**config.mk**
```make
export PLATFORM = sky130hd
export DESIGN_NAME = qidtt_age
export DESIGN_NICKNAME = d
export VERILOG_FILES = /design/src/rtl/qidtt_pkg.sv /design/src/rtl/qidtt_age.sv
export SDC_FILE = /design/constraint.sdc
export NUM_CORES = 1
export LEC_CHECK = 0
export ABC_AREA = 1
export BUFFER_PORTS_ARGS = -buffer_cell sky130_fd_sc_hd__buf_4
export CAP_MARGIN = 40
export CORE_UTILIZATION = 37
export DETAILED_ROUTE_END_ITERATION = 10
export PLACE_DENSITY_LB_ADDON = 0.3
export SLEW_MARGIN = 10
export SYNTH_ARGS = -nofsm -noshare
export SYNTH_HDL_FRONTEND = slang
export SYNTH_SLANG_ARGS = --single-unit
```
**constraint.sdc**
```tcl
create_clock -name vclk -period 3.1
set_input_delay 0 -clock vclk [all_inputs]
set_output_delay 0 -clock vclk [all_outputs]
set_load 0.01 [all_outputs]
```
**src/rtl/qidtt_pkg.sv**
```systemverilog
// Shared types and constants of the query id translation table.
`default_nettype none

package qidtt_pkg;

    // Command codes carried on the input tuser.
    localparam logic [1:0] CMD_ALLOC  = 2'd0;
    localparam logic [1:0] CMD_LOOKUP = 2'd1;
    localparam logic [1:0] CMD_TICK   = 2'd2;

    // Result kinds carried on the output tuser.
    localparam logic [2:0] KIND_ALLOCATED = 3'd0;
    localparam logic [2:0] KIND_FULL      = 3'd1;
    localparam logic [2:0] KIND_MATCHED   = 3'd2;
    localparam logic [2:0] KIND_UNMATCHED = 3'd3;
    localparam logic [2:0] KIND_EXPIRED   = 3'd4;

    localparam int SLOT_FIELD_W = 6;
    localparam int IN_DATA_W    = 80;
    localparam int OUT_DATA_W   = 72;

    localparam logic [15:0] TTL_RESET = 16'd10;

    // One table entry: client data and the time it was stored.
    typedef struct packed {
        logic [15:0] stamp;
        logic [15:0] client_port;
        logic [31:0] client_ip;
        logic [15:0] client_id;
    } t_entry;

    // One result transaction.
    typedef struct packed {
        logic [2:0]              kind;
        logic [SLOT_FIELD_W-1:0] slot;
        logic [15:0]             client_id;
        logic [31:0]             client_ip;
        logic [15:0]             client_port;
        logic                    last;
    } t_result;

endpackage

`default_nettype wire

```
**src/rtl/qidtt_age.sv**
```systemverilog
// Age check: modular age of an entry against the time-to-live.
`default_nettype none

module qidtt_age #(
    parameter int TIME_MOD = 65536
) (
    input  wire [15:0] i_now,
    input  wire [15:0] i_stamp,
    input  wire [15:0] i_ttl,
    output logic       o_expired
);
    import qidtt_pkg::*;

    logic [16:0] diff;
    logic [16:0] age;

    always_comb begin
        diff = {1'b0, i_now} - {1'b0, i_stamp};
        // Wrap a negative difference back into the time range.
        age  = (i_now < i_stamp) ? diff + 17'(TIME_MOD) : diff;
        o_expired = age > {1'b0, i_ttl};
    end

endmodule

`default_nettype wire

```
Word-level counts from Yosys, hierarchy flattened --
Cells that the tools add are included.
Word-level totals: output and inout port bits 1, register bits after elaboration 0, bits of input ports 48
Cells by class: add/subtract/negate cells 2, order comparisons 2, multiplexer cells 1
Operator list (count):
- $add 17x17->17 const B | 1
- $gt 17x16->1 | 1
- $mux 17 | 1
- $sub 16x16->17 | 1
- $lt 16x16->1 | 1

Depth between registers and ports, before layout --
Gate-level depths: netlist (run 1).
depth after elaboration 4, depth in mapped cells 21

Worst setup path after synthesis (run 1) --
OpenSTA, ideal clock, no wires.
path type in2out, start point in i_now[0], end point out o_expired, stages on the path 19, arrival time 2.218 ns, buffers on the path 0, setup slack 0.882 ns, cells stage by stage inv_1 > ha_1 > fa_1 > nor2_1 > a211oi_2 > o21ai_2 > a21oi_1 > xnor2_1 > ha_1 > a21oi_1 > nor2_1 > a211oi_1 > nand2_1 > nand2_1 > nand2_1 > nand2_1 > nand2_1 > nand2_1 > nand2_1
Between the ends: cells in the longest elaborated chain, start to end 4, elaborated cells between the ends (all ways) 5, those cells by class 2 x add/sub; 2 x order compare; 1 x mux
Ends and longest elaborated chain:
- start: declaration | RTL line qidtt_age.sv:7 | input wire [15:0] i_now,
- $sub 16x16->17 | RTL line qidtt_age.sv:18 | diff = {1'b0, i_now} - {1'b0, i_stamp};
- $add 17x17->17 | RTL line qidtt_age.sv:20 | age = (i_now < i_stamp) ? diff + 17'(TIME_MOD) : diff;
- $mux 17 (*) | RTL line qidtt_age.sv:20
- $gt 17x16->1 (*) | RTL line qidtt_age.sv:21 | o_expired = age > {1'b0, i_ttl};
- end: declaration | RTL line qidtt_age.sv:10 | output logic o_expired
Mark *: on every way between the ends. The rest lies on a longest branch, timed or not.

Worst setup path in the final report (run 1) --
Same ends and word-level chain as after synthesis.

==> run metrics, run 1 <==
run status completed; Worst Hold Class input pin to output port; Worst IR Drop VDD 0.0851 mV; final hold violation count 0; most frequent cells in the layout inv_1 (53), nand2_1 (49), buf_4 (49); Initial Utilization about two fifths; register area 0 um^2; CP startpoint kind input pin; Crit path required time 3.10 ns; port buffer count 49; die footprint 3880 um^2; most area-consuming cells after synthesis ha_1 (30%), inv_1 (15%), nand2_1 (14%); nets 349; sequential cell fraction of total power 0%; P_sw 0.000196 W; gr usage total between 10% and 20%; Starting DRT DRC Count 22; max_slew headroom 76.6%; Gate power share 100.0%; WS Path Type input pin to output port; row cnt 21; via/cell ratio 4.57; CP Max Fanout 4; P_leak roughly 1.1 nW; Final Util 51.8%; antenna cells 0; Tmin final about 2.7 ns; first-pass GRT wire length 5.29 mm; via count 1427; grt ovf 0; I/O pin cnt approximately 50; share of layout cells above drive strength 1 24.4%; Setup Fix Bufs, Post-CTS 0; internal power 0.000168 W; initial antenna violation count 0; Synth warnings 0; average cell area after synthesis 6.20 um^2; DRC 0; multi-input logic area 1150 um^2; power density over the cells 206 nW/um^2; Detail Route Antenna Nets 0; most frequent CP cell nand2_1; TritonRoute pass-1 iters 4; Max Cap Viol 0; Clock power frac 0%; Syn Inst Count 217; Cell Area, Synth 1350 um^2; fin crit share between 80 and 90%; Critical Path Source i_now[0]; largest net degree at the start of global routing 7; number of global-route vias before repair 1380; FILL cells roughly 380; most common cell after layout, fill and taps aside inv_1; unrepaired setup endpoints after global routing false; syn_nets slightly below 300; Tightest Pin Transition 0.351 ns; CP Capture Type output port; Core Area 3420 um^2; fmax 365 MHz; gp weighted congestion 0.824; WP buf/inv 3; setup TNS 0 ns; Critical-path top delay cell fa_1; number of sequential cells 0; Hold-fix buffers, CTS 0; post-CTS sizing 0; Seq/Total Area, Yosys 0%; hpwl dp 2.69 mm; Slew Limit Fails 0; Top Family by Delay on Critical Path simple AND/OR/NAND/NOR gates; WP depth 22; Sw Share between 50% and 60%; area delta synth->final 31.6%; clock buffers 0; Synth area leader ha_1; Routed WL 2.89 mm; dpl cells approximately 310; cell breakdown of the critical path buf_4, inv_1, ha_1, fa_1, nor2_1, a211oi_2, o21ai_2, nand3_1, nand2_1, xor2_1, ha_1, nand2_1, nor2_1, a211oi_1, nand2_1, nand2_1, nand2_1, nand2_1, nand2_1, nand2_1, nand2_1, buf_4; die width 62.3 um; crit-path max cell delay between 0.4 and 0.5 ns; Worst EP arrival ~2.7 ns; Routed WL per cell 9.26 um; DIE HEIGHT 62.3 um; worst setup path end o_expired; Setup violations, final 0; final cell count without fillers 312; post-synth top area share 29.8%; post-synth cell types 27
==> metrics by stage <==
stage	worst slack (ns)	hold WS, ns	cell area, um^2	total power, W
4_1_cts	0.352	0.573	1770	0.000368
3_5_place_dp	0.365	0.564	1770	0.000366
3_3_place_gp	0.334	0.566	1770	0.000363
2_1_floorplan	0.882	0.368	1350	0.000258
6_report	0.358	0.566	1770	0.000364
5_1_grt	0.0600	0.650	1770	0.000422
==> cells by family (layout without fill, tap and decap cells) <==
logic type | after synthesis | count (layout) | share of synthesized area, %
AO/OA/AOI/OAI | 37 | 37 | 18.1
XOR/XNOR | 14 | 14 | 9.12
adder cells (fa/ha/maj) | 33 | 33 | 31.3
buffers and inverters | 53 | 102 | 14.8
AND/OR/NAND/NOR | 80 | 80 | 26.7
==> final cells by class <==
| class | instances | share of cell area (%) |
|---|---|---|
| inverters | 53 | 11.2 |
| multi-input cells | 164 | 64.7 |
| well taps | 46 | 3.25 |
| repair buffers | 49 | 20.8 |
==> worst min-delay path by stage <==
stage                     depth (start not counted)       from   endpoint  slack, ns
after global placement                            8  i_ttl[15]  o_expired       0.57
after detailed placement                          8  i_ttl[15]  o_expired       0.56
after floorplan                                   6  i_ttl[15]  o_expired       0.37
after global routing                              8  i_ttl[15]  o_expired       0.65
final                                             8  i_ttl[15]  o_expired       0.57
after CTS                                         8  i_ttl[15]  o_expired       0.57
==> Yosys cell counts, types with 2 or more instances <==
library cell  count
o21ai_0           4
ha_1             32
nand3_1          11
nand2_2           4
xor2_1            8
nor2_1            9
a21oi_1          17
inv_1            53
a21o_1            2
nand2_1          49
a21oi_2           2
o21ai_2           3
xnor2_1           6
a31oi_1           2
nor3_1            3
==> power groups by stage <==
stage               clock network, W  registers (W)  logic (W)
floorplan                          0              0   0.000258
global placement                   0              0   0.000363
detailed placement                 0              0   0.000366
CTS                                0              0   0.000368
global route                       0              0   0.000422
finish                             0              0   0.000364
==> per-layer routing <==
metal  vias to the layer above  part of all wire [%]  track usage (%)  wire length [um]
li1                        793                     -                -                 -
met1                       609                    47             19.9              1340
met2                        25                    51             30.9              1470
met3                         0                   2.5            0.184                73
met4                         0                     0                0                 0
met5                         -                     0                0                 0
No activity file was read; power rests on OpenSTA's default activity.
==> inputs of run 2 (changes only) <==
==> constraint.sdc (replaced) <==
create_clock -name vclk -period 2.8
set_input_delay 0 -clock vclk [all_inputs]
set_output_delay 0 -clock vclk [all_outputs]
set_load 0.01 [all_outputs]
==> run metrics, run 2 (synthesis results as in run 1) <==
run status completed; Worst EP arrival between 2 and 3 ns; final hold violation count 0; share of layout cells above drive strength 1 between 20% and 30%; dpl cells around 310; power density over the cells 242 nW/um^2; grt ovf 0; crit-path max cell delay 0.39 ns; Starting DRT DRC Count 20; CP Max Fanout 4; Routed WL approximately 3.1 mm; die width 62.3 um; gr usage total approximately 16%; hpwl dp between 2 and 3 mm; Worst IR Drop VDD roughly 0.14 mV; Tmin final 2.66 ns; Worst Hold Class input pin to output port; number of sequential cells 0; I/O pin cnt 49; gp weighted congestion 0.830; CP Capture Type output port; register area 0 um^2; most frequent CP cell nand2_1; Top Family by Delay on Critical Path adder cells; final cell count without fillers 316; initial antenna violation count 0; Critical Path Source i_now[0]; Final Instance Area roughly 1900 um^2; TritonRoute pass-1 iters 4; fin crit share 94.8%; cell breakdown of the critical path buf_4, inv_1, ha_4, fa_2, nor2_4, a211oi_4, o21ai_2, nand3_1, nand2_1, xor2_1, ha_1, buf_4, a211oi_4, nand2_1, nand2_1, nand2_1, nand2_1, nand2_1, nand2_1, nand2_1, buf_4; setup ws final 0.144 ns; unrepaired setup endpoints after global routing true; via count 1472; multi-input logic area 1220 um^2; largest net degree at the start of global routing 7; nets between 300 and 400; WP buf/inv 4; WP depth 21; DRC 0; Hold-fix buffers, CTS 0; fmax between 300 and 400 MHz; via/cell ratio about 4.7; most frequent cells in the layout inv_1 (53), buf_4 (53), nand2_1 (49); Max Cap Viol 0; CP startpoint kind input pin; number of global-route vias before repair 1424; port buffer count 49; Crit path required time 2.80 ns; Routed WL per cell approximately 9.8 um; die footprint just under 4000 um^2; clock buffers 0; WS Path Type input pin to output port; Slew Limit Fails 0; Initial Utilization between 30% and 40%; Area after DPL 1780 um^2; DIE HEIGHT about 62 um; FILL cells around 360; max_slew headroom about four fifths; antenna cells 0; Detail Route Antenna Nets 0; row cnt 21; first-pass GRT wire length ~5.4 mm; worst setup path end o_expired; Core Area around 3400 um^2; Setup violations, final 0; P_leak 1.11 nW; Tightest Pin Transition 0.291 ns; area delta synth->final 39.3%; Critical-path top delay cell fa_2; Placement Setup Slack 0.0363 ns
## run 2: how the worst min path moves through the flow
stage          startpoint        end  slack (ns)  cells after the start
2_1_floorplan   i_ttl[15]  o_expired        0.37                      6
3_3_place_gp    i_ttl[15]  o_expired        0.57                      8
3_5_place_dp    i_ttl[15]  o_expired        0.57                      8
4_1_cts         i_ttl[15]  o_expired        0.58                      8
5_1_grt         i_ttl[15]  o_expired        0.64                      8
6_report        i_ttl[15]  o_expired        0.57                      8
## run 2: metrics by stage
stage               TNS [ns]  utilization, %  total power [W]  hold slack [ns]
floorplan                  0               -         0.000285            0.368
global placement           0            52.1         0.000402            0.566
detailed placement         0            52.1         0.000406            0.573
CTS                        0            52.1         0.000408            0.575
global route         -0.0773            54.8         0.000516            0.644
finish                     0            54.8         0.000452            0.566
## run 2: area by class of cell
cell class / instances / area share (%)
Multi-Input combinational cell: 164 / 65.1
Timing Repair Buffer: 53 / 21.2
Inverter: 53 / 10.6
Tap cell: 46 / 3.07
## run 2: tightest hold or removal path: cells and delay by family
family	cells	cell delay [ns]
buffers and inverters	4	0.29
adders and majority gates	1	0.13
and+or+nand+nor	3	0.14
## run 2: where the power goes
part	switching, W	internal [W]	total (W)
combinational	0.000239	0.000214	0.000452
clock	0	0	0
sequential	0	0	0
total	0.000239	0.000214	0.000452
## run 2: per-layer routing
layer  vias to the layer above  GRT usage, %  share of wire (%)
met4                         0          1.16               0.61
met5                         -             0                  0
met1                       642          20.0                 44
li1                        797             -                  -
met3                         2          1.29                4.4
met2                        31          30.1                 51
## run 2: what timing repair did
action / in CTS / in global routing
setup buffers: 0 / 3
resized for setup: 0 / 14
setup endpoints to repair: 0 / 1
==> inputs of run 3 (changes only) <==
--- a/config.mk
+++ b/config.mk
@@ -8,7 +8,9 @@
 export ABC_AREA = 1
 export BUFFER_PORTS_ARGS = -buffer_cell sky130_fd_sc_hd__buf_4
 export CAP_MARGIN = 40
-export CORE_UTILIZATION = 37
+export CELL_PAD_IN_SITES_DETAIL_PLACEMENT = 0
+export CELL_PAD_IN_SITES_GLOBAL_PLACEMENT = 2
+export CORE_UTILIZATION = 27
 export DETAILED_ROUTE_END_ITERATION = 10
 export PLACE_DENSITY_LB_ADDON = 0.3
 export SLEW_MARGIN = 10
==> run metrics, run 3 (synthesis results as in run 1) <==
run status completed; final hold violation count 0; fin crit share roughly 91%; Detail Route Antenna Nets 0; Worst IR Drop VDD ~0.064 mV; nets 355; P_leak 1.11 nW; DRC 0; Core Area 4750 um^2; cell breakdown of the critical path buf_4, inv_1, ha_2, fa_2, nor2_4, a211oi_4, o21ai_2, buf_4, nand3_1, nand2_2, xor2_2, ha_1, nand2_1, nor2_1, a211oi_1, nand2_1, nand2_1, nand2_1, nand2_1, nand2_1, nand2_1, nand2_1, buf_4; share of layout cells above drive strength 1 29.0%; WS Path Type input pin to output port; antenna cells 0; unrepaired setup endpoints after global routing false; sequential cell fraction of total power 0%; P_sw 0.000230 W; Crit path required time 2.80 ns; Placement Setup Slack slightly above 0.1 ns; Tightest Pin Transition roughly 0.28 ns; row cnt 25; max_slew headroom about four fifths; I/O pin cnt 49; port buffer count 49; via count 1494; Top Family by Delay on Critical Path adder cells; setup TNS 0 ns; Worst Hold Class input pin to output port; Gate power share 100.0%; CP Capture Type output port; register area 0 um^2; grt ovf 0; Hold-fix buffers, CTS 0; Starting DRT DRC Count 21; number of global-route vias before repair 1350; WP buf/inv 4; first-pass GRT wire length 5.62 mm; most frequent CP cell nand2_1; Sw Share 53.1%; Routed WL per cell 10.0 um; Critical-path top delay cell fa_2; number of sequential cells 0; CP Max Fanout 3; initial antenna violation count 0; Setup violations, final 0; gr usage total 13.0%; area delta synth->final 39.9%; Tmin final 2.56 ns; hpwl dp 3.09 mm; most frequent cells in the layout buf_4 (55), inv_1 (53), nand2_1 (48); DIE HEIGHT just over 70 um; CP startpoint kind input pin; via/cell ratio 4.41; die width 72.6 um; setup ws final 0.240 ns; FILL cells 548; Clock power frac 0%; TritonRoute pass-1 iters 4; Slew Limit Fails 0; clock buffers 0; crit-path max cell delay between 0.3 and 0.4 ns; most common cell after layout, fill and taps aside buf_4; Worst EP arrival roughly 2.6 ns; die footprint approximately 5300 um^2; fmax 391 MHz; gp weighted congestion 0.844; Routed WL 3.39 mm; Max Cap Viol 0; Initial Utilization 28.3%; power density over the cells around 230 nW/um^2; largest net degree at the start of global routing 7; internal power 0.000204 W
## run 3: timing repair
item,4_1_cts,5_1_grt
setup endpoints to repair,0,1
gates resized for setup,0,10
buffers inserted,0,4
## run 3: worst paths after layout
check                 startpoint        end  slack (ns)  depth (start not counted)
worst min-delay path   i_ttl[15]  o_expired        0.56                          8
worst max-delay path    i_now[0]  o_expired        0.24                         23
## run 3: stage by stage
stage          instances  total power [W]  hold slack, ns  util, %  area [um^2]
3_3_place_gp         335         0.000419           0.572     38.1         1810
3_5_place_dp         335         0.000418           0.563     38.1         1810
2_1_floorplan        217         0.000285           0.368        -         1350
5_1_grt              339         0.000500           0.645     39.6         1880
4_1_cts              335         0.000420           0.566     38.1         1810
6_report             339         0.000434           0.556     39.6         1880
## run 3: worst min-delay path, stage by stage
cell and delay (ns):
buf_4 0.11, inv_1 0.04, ha_1 0.13, inv_1 0.03, nand2_1 0.05, nand2_1 0.04, nand2_1 0.05, buf_4 0.11
## run 3: final cells by class
class,count,area [um^2],share of cell area [%]
well taps,67,83.8,4.45
repair buffers,55,413,21.9
multi-input cells,164,1190,63.0
inverters,53,199,10.6
## run 3: power groups by stage
stage          combinational (W)  clock [W]  sequential, W
6_report                0.000434          0              0
5_1_grt                 0.000500          0              0
4_1_cts                 0.000420          0              0
3_5_place_dp            0.000418          0              0
3_3_place_gp            0.000419          0              0
2_1_floorplan           0.000285          0              0
## run 3: per-layer routing
layer | wire length [um] | track usage [%]
met1 | 1760 | 18.6
met2 | 1510 | 23.2
met3 | 118 | 0
met4 | 0 | 0
met5 | 0 | 0
